===== src/sv/rfv_pkg.sv =====
// Package: shared types and constants for the random-forest vote classifier.
`default_nettype none
package rfv_pkg;

    localparam int TREES_DEF      = 32;
    localparam int NODES_DEF      = 64;
    localparam int COORD_BITS_DEF = 32;

    localparam logic [5:0] TREES_IN_USE_RESET = 6'd30;

    localparam logic       OP_WRITE    = 1'b0;
    localparam logic       OP_CLASSIFY = 1'b1;

    localparam logic [1:0] CLASS_ONE = 2'd1;
    localparam logic [1:0] CLASS_TWO = 2'd2;

    typedef enum logic [2:0] {
        KIND_EMPTY   = 3'd0,
        KIND_LEAF1   = 3'd1,
        KIND_LEAF2   = 3'd2,
        KIND_SPLIT_X = 3'd3,
        KIND_SPLIT_Y = 3'd4
    } kind_t;

    typedef enum logic [1:0] {
        C_IDLE,
        C_WALK,
        C_DONE
    } cell_state_t;

    typedef enum logic [1:0] {
        T_CLEAR,
        T_IDLE,
        T_RUN,
        T_OUT
    } top_state_t;

endpackage
`default_nettype wire


===== src/sv/rfv_cell.sv =====
// One tree cell: holds one tree's nodes, walks it and passes point and votes on.
`default_nettype none
module rfv_cell #(
    parameter int NODES      = rfv_pkg::NODES_DEF,
    parameter int COORD_BITS = rfv_pkg::COORD_BITS_DEF,
    parameter int VW         = 6
) (
    input  wire logic                         clk,
    input  wire logic                         rst_n,
    input  wire logic                         wr_en,
    input  wire logic [$clog2(NODES)-1:0]     wr_node,
    input  wire rfv_pkg::kind_t               wr_kind,
    input  wire logic signed [COORD_BITS-1:0] wr_thr,
    input  wire logic                         enable,
    input  wire logic                         in_valid,
    input  wire logic signed [COORD_BITS-1:0] in_x,
    input  wire logic signed [COORD_BITS-1:0] in_y,
    input  wire logic [VW-1:0]                in_v1,
    input  wire logic [VW-1:0]                in_v2,
    output logic                              out_valid,
    output logic signed [COORD_BITS-1:0]      out_x,
    output logic signed [COORD_BITS-1:0]      out_y,
    output logic [VW-1:0]                     out_v1,
    output logic [VW-1:0]                     out_v2
);
    localparam int NIDX = $clog2(NODES);

    rfv_pkg::kind_t              kind_mem [NODES];
    logic signed [COORD_BITS-1:0] thr_mem [NODES];

    rfv_pkg::kind_t               rd_kind_reg;
    logic signed [COORD_BITS-1:0] rd_thr_reg;

    rfv_pkg::cell_state_t state_reg, state_next;
    logic [NIDX-1:0]      node_reg, node_next;
    logic signed [COORD_BITS-1:0] x_reg, x_next, y_reg, y_next;
    logic [VW-1:0]        v1_reg, v1_next, v2_reg, v2_next;

    logic signed [COORD_BITS-1:0] coord;
    logic [NIDX+1:0]      child;
    logic                 go_on;

    // rd data for node_next is ready in the next cycle
    always_ff @(posedge clk)
    begin
        if (wr_en)
        begin
            kind_mem[wr_node] <= wr_kind;
            thr_mem[wr_node]  <= wr_thr;
        end
        rd_kind_reg <= kind_mem[node_next];
        rd_thr_reg  <= thr_mem[node_next];
    end

    always_comb
    begin
        coord = (rd_kind_reg == rfv_pkg::KIND_SPLIT_Y) ? y_reg : x_reg;
        child = (coord >= rd_thr_reg) ? ({2'b00, node_reg} << 1) + (NIDX+2)'(2)
                                      : ({2'b00, node_reg} << 1) + (NIDX+2)'(1);
        go_on = ((rd_kind_reg == rfv_pkg::KIND_SPLIT_X) ||
                 (rd_kind_reg == rfv_pkg::KIND_SPLIT_Y)) &&
                (32'(child) < NODES);
    end

    always_comb
    begin
        state_next = state_reg;
        unique case (state_reg)
            rfv_pkg::C_IDLE:
            begin
                if (in_valid)
                    state_next = enable ? rfv_pkg::C_WALK : rfv_pkg::C_DONE;
            end
            rfv_pkg::C_WALK:
            begin
                if (!go_on)
                    state_next = rfv_pkg::C_DONE;
            end
            rfv_pkg::C_DONE: state_next = rfv_pkg::C_IDLE;
            default:         state_next = rfv_pkg::C_IDLE;
        endcase
    end

    always_comb
    begin
        node_next = node_reg;
        x_next    = x_reg;
        y_next    = y_reg;
        v1_next   = v1_reg;
        v2_next   = v2_reg;
        unique case (state_reg)
            rfv_pkg::C_IDLE:
            begin
                node_next = '0;
                if (in_valid)
                begin
                    x_next  = in_x;
                    y_next  = in_y;
                    v1_next = in_v1;
                    v2_next = in_v2;
                end
            end
            rfv_pkg::C_WALK:
            begin
                case (rd_kind_reg)
                    rfv_pkg::KIND_LEAF1: v1_next = v1_reg + VW'(1);
                    rfv_pkg::KIND_LEAF2: v2_next = v2_reg + VW'(1);
                    default:
                    begin
                        if (go_on)
                            node_next = NIDX'(child);
                    end
                endcase
            end
            default: node_next = node_reg;
        endcase
    end

    always_ff @(posedge clk or negedge rst_n)
    begin
        if (!rst_n)
            state_reg <= rfv_pkg::C_IDLE;
        else
            state_reg <= state_next;
    end

    always_ff @(posedge clk)
    begin
        node_reg <= node_next;
        x_reg    <= x_next;
        y_reg    <= y_next;
        v1_reg   <= v1_next;
        v2_reg   <= v2_next;
    end

    assign out_valid = (state_reg == rfv_pkg::C_DONE);
    assign out_x     = x_reg;
    assign out_y     = y_reg;
    assign out_v1    = v1_reg;
    assign out_v2    = v2_reg;

endmodule
`default_nettype wire


===== config.mk =====
export PLATFORM = sky130hd
export DESIGN_NAME = rfv_cell
export DESIGN_NICKNAME = d
export VERILOG_FILES = /design/src/sv/rfv_pkg.sv /design/src/sv/rfv_cell.sv
export SDC_FILE = /design/constraint.sdc
export NUM_CORES = 2
export LEC_CHECK = 0
export BUFFER_PORTS_ARGS = -buffer_cell sky130_fd_sc_hd__buf_2
export CAP_MARGIN = 20
export CORE_MARGIN = 4
export CORE_UTILIZATION = 28
export DETAILED_ROUTE_END_ITERATION = 8
export GPL_TIMING_DRIVEN = 0
export PLACE_DENSITY = 0.46
export SETUP_SLACK_MARGIN = 0.02
export SYNTH_ARGS = -nofsm -noshare
export SYNTH_HDL_FRONTEND = slang
export SYNTH_SLANG_ARGS = --single-unit

===== constraint.sdc =====
create_clock -name clk -period 6.75 [get_ports clk]
set_clock_uncertainty 0.15 [all_clocks]
set_input_delay 0.3375 -clock clk [delete_from_list [all_inputs] [get_ports clk]]
set_output_delay 0.3375 -clock clk [all_outputs]
set_load 0.01 [all_outputs]

==> summary.md <==
| Metric | Value |
|---|---|
| Setup TNS | 0 ns |
| Vias in the first global route | 60250 |
| DRC | 0 |
| Top flop regs | thr_mem (2048), kind_mem (192) |
| CORE AREA | about 0.33 mm^2 |
| Synthesized area per cell | 14.60 um^2 |
| Vias per cell | 5.391 |
| Hpwl dp | around 270000 um |
| Setup Viol. Count Final | 0 |
| GPL Wtd Cong | 0.8921 |
| Fin crit period | 6.676 ns |
| Grt total ovfl | 0 |
| Die Area | 0.3396 mm^2 |
| Max incr delay on CP | 0.58 ns |
| Clock transition at path regs | ~0.06 ns |
| Relative slew slack | roughly 25% |
| Share of the core filled with cells | 34.95% |
| Crit path buf inv count | 11 |
| Reg with most FFs | thr_mem |
| Input/output buffers | 195 |
| TritonCTS clock tree | yes |
| Drt pass-1 iters | 6 |
| Crit path max fanout | 10 |
| Max-Cap Viols | 0 |
| H-tree depth | 4 |
| Slowest cell on crit path | nor4_2 |
| Starting Density | 28.18% |
| Initial antenna violation count | 47 |
| Top-area cell type share of the netlist area | 75.19% |
| DIE HEIGHT | approximately 580 um |
| Final net count | 7285 |
| Unique cell type count in the Yosys netlist | 63 |
| Wire length on met1 | 153400 um |
| Multi-input logic area | 0.02200 mm^2 |
| Via count | 62980 |
| Layout cells sized above 1 | about a fifth |
| Crit path max-delay family | buffers and inverters |
| Pin count of the biggest net entering global routing | 65 |
| Iter 0 DRT Violations | 8488 |
| Buffer depth of the longest clock path | 4 |
| Area Overhead vs Synth | 24.00% |
| Worst EP required | between 7 and 8 ns |
| Cell taking the most area after synthesis | edfxtp_1 |
| Post-synth EDFFs | 2316 |
| WS Path Type | reg -> reg |
| ANT nets after route | 0 |
| First-pass GRT wire length | 510900 um |
| Worst IR Drop VDD | 0.0002127 V |
| Most frequent cells after synthesis | edfxtp_1 (2316), nand2_1 (984), a21oi_1 (864) |
| Skew-Pair Late Insertion Delay | 0.92 ns |
| Fill count | 31410 |
| Met3 WL | 33840 um |
| Register area | 0.07042 mm^2 |
| Pwr Total | 0.03287 W |
| Top cells by area in the synthesized netlist | edfxtp_1 (75%), a21oi_1 (4.7%), a211oi_1 (4.3%) |
| WHS | 0.05782 ns |
| Synth Net Count | ~6500 |
| YS warnings | 0 |
| PwrDens | about 290 mW/mm^2 |
| Synth Register Bits | 2359 |
| Inserted Clock Buffers | 244 |
| Flop2flop setup slack | 0.07 ns |
| Final Max Slew Viols | 0 |
| Die Wd | between 500 and 600 um |
| CTS sink cnt | 2359 |
| Status | finished, final reports clean |
| Core Rows | 210 |
| Pleak | 40.24 nW |
| Fmax | ~0.15 GHz |
| Asr flop ratio synth | less than 1% |
| GRT Util Overall | a little over a fifth |
| Final Hold Vio Count | 0 |
| Synthesized cell area | 0.09249 mm^2 |
| RSZ-0062 raised after global routing | true |
| Slew @ Worst Pin | between 1 and 1.5 ns |
| CTS root buf | clkbuf_16 |
| Routed WL | 379900 um |
| Top sig layer | met5 |
| Register area share after synthesis | 76.13% |
| Kind of start point of the critical path | register |
| WL per Instance | 32.52 um |
| CP arrival | 7.30 ns |
| Hold Path Class | in -> reg |
| Cell area after layout | 0.1147 mm^2 |
| Post-DP Area | 0.1026 mm^2 |
| WL met2 | 174200 um |
| Period utilisation layout | 98.91% |
| Crit end category | register |
| Worst path most repeated cell | buf_12 |
| Top Ports | 199 |
| Top-count cell post-synth | edfxtp_1 |
| Max FFs per register | 2048 |
| Cell count after synthesis | 6335 |
| Synth Flop Type | edfxtp_1 |
per-stage QoR:
step	std cells	setup WS, ns
5_1_grt	11670	-0.004761
2_1_floorplan	6335	1.494
6_report	11680	0.07391
3_3_place_gp	10880	-4.834
3_5_place_dp	11030	-3.256
4_1_cts	11660	0.02091
cells by family after synthesis:
family,Yosys count,synth area share (%)
xor+xnor,12,0.1136
simple gates,1481,7.067
buf+inv,528,2.342
compound gates,1883,13.42
flops,2359,76.13
fa+ha+maj,35,0.4735
mux,37,0.4559
timing repair:
item	4_1_cts	5_1_grt
buffers inserted	10	9
pin swaps	32	22
hold buffers	175	3
hold endpoints to repair	1402	192
endpoints found under the setup margin	39	35
gates resized for setup	625	139
worst reg2reg max path: cells and delay by family (launching register included):
family | cells | cell delay [ns]
flops | 1 | 0.31
simple gates | 6 | 1.63
fa+ha+maj | 1 | 0.33
mux | 1 | 0.42
buf+inv | 11 | 1.87
compound gates | 8 | 1.85
final cells by class:
class / count / area share (%)
flip-flops and latches: 2359 / 61.40
multi-input cells: 3448 / 19.18
clock buffers: 322 / 5.711
repair buffers: 549 / 5.331
well taps: 4346 / 4.741
plain buffers: 486 / 2.483
clock inverters: 121 / 0.9917
inverters: 40 / 0.1353
diodes: 11 / 0.02400
cell usage in the layout, fill, tap and decap left out, drive strengths merged, types with 68 or more instances in the layout:
master       instances
buf                571
dlygate4sd3        178
a221oi              72
clkbuf             603
nand2              984
nor2                89
a21oi              864
a22o                68
edfxtp            2316
and3               265
clkinv              94
a211oi             526
a221o              132
worst paths after layout:
kind | startpoint | end | cells past startpoint
max | rd_kind_reg[0] | rd_thr_reg[25] | 27
min | in_x[12] | out_x[12] | 2
max reg2reg | rd_kind_reg[0] | rd_thr_reg[25] | 27
min reg2reg | rd_kind_reg[0] | out_v2[1] | 1
max in group asynchronous | rst_n | state_reg[1] | 3
min in group asynchronous | rst_n | state_reg[0] | 3
power breakdown:
group	switching (W)	leakage (nW)	internal [W]
clock	0.00577	3.75	0.00754
sequential	0.0000790	21.2	0.0163
combinational	0.00228	15.2	0.000925
per-layer routing:
| metal | vias to the layer above | global-route usage [%] |
|---|---|---|
| met5 | - | 0 |
| met2 | 3258 | 34.17 |
| met4 | 20 | 8.965 |
| li1 | 26390 | - |
| met3 | 634 | 4.427 |
| met1 | 32680 | 28.65 |
(Power assumes the default switching activity.)
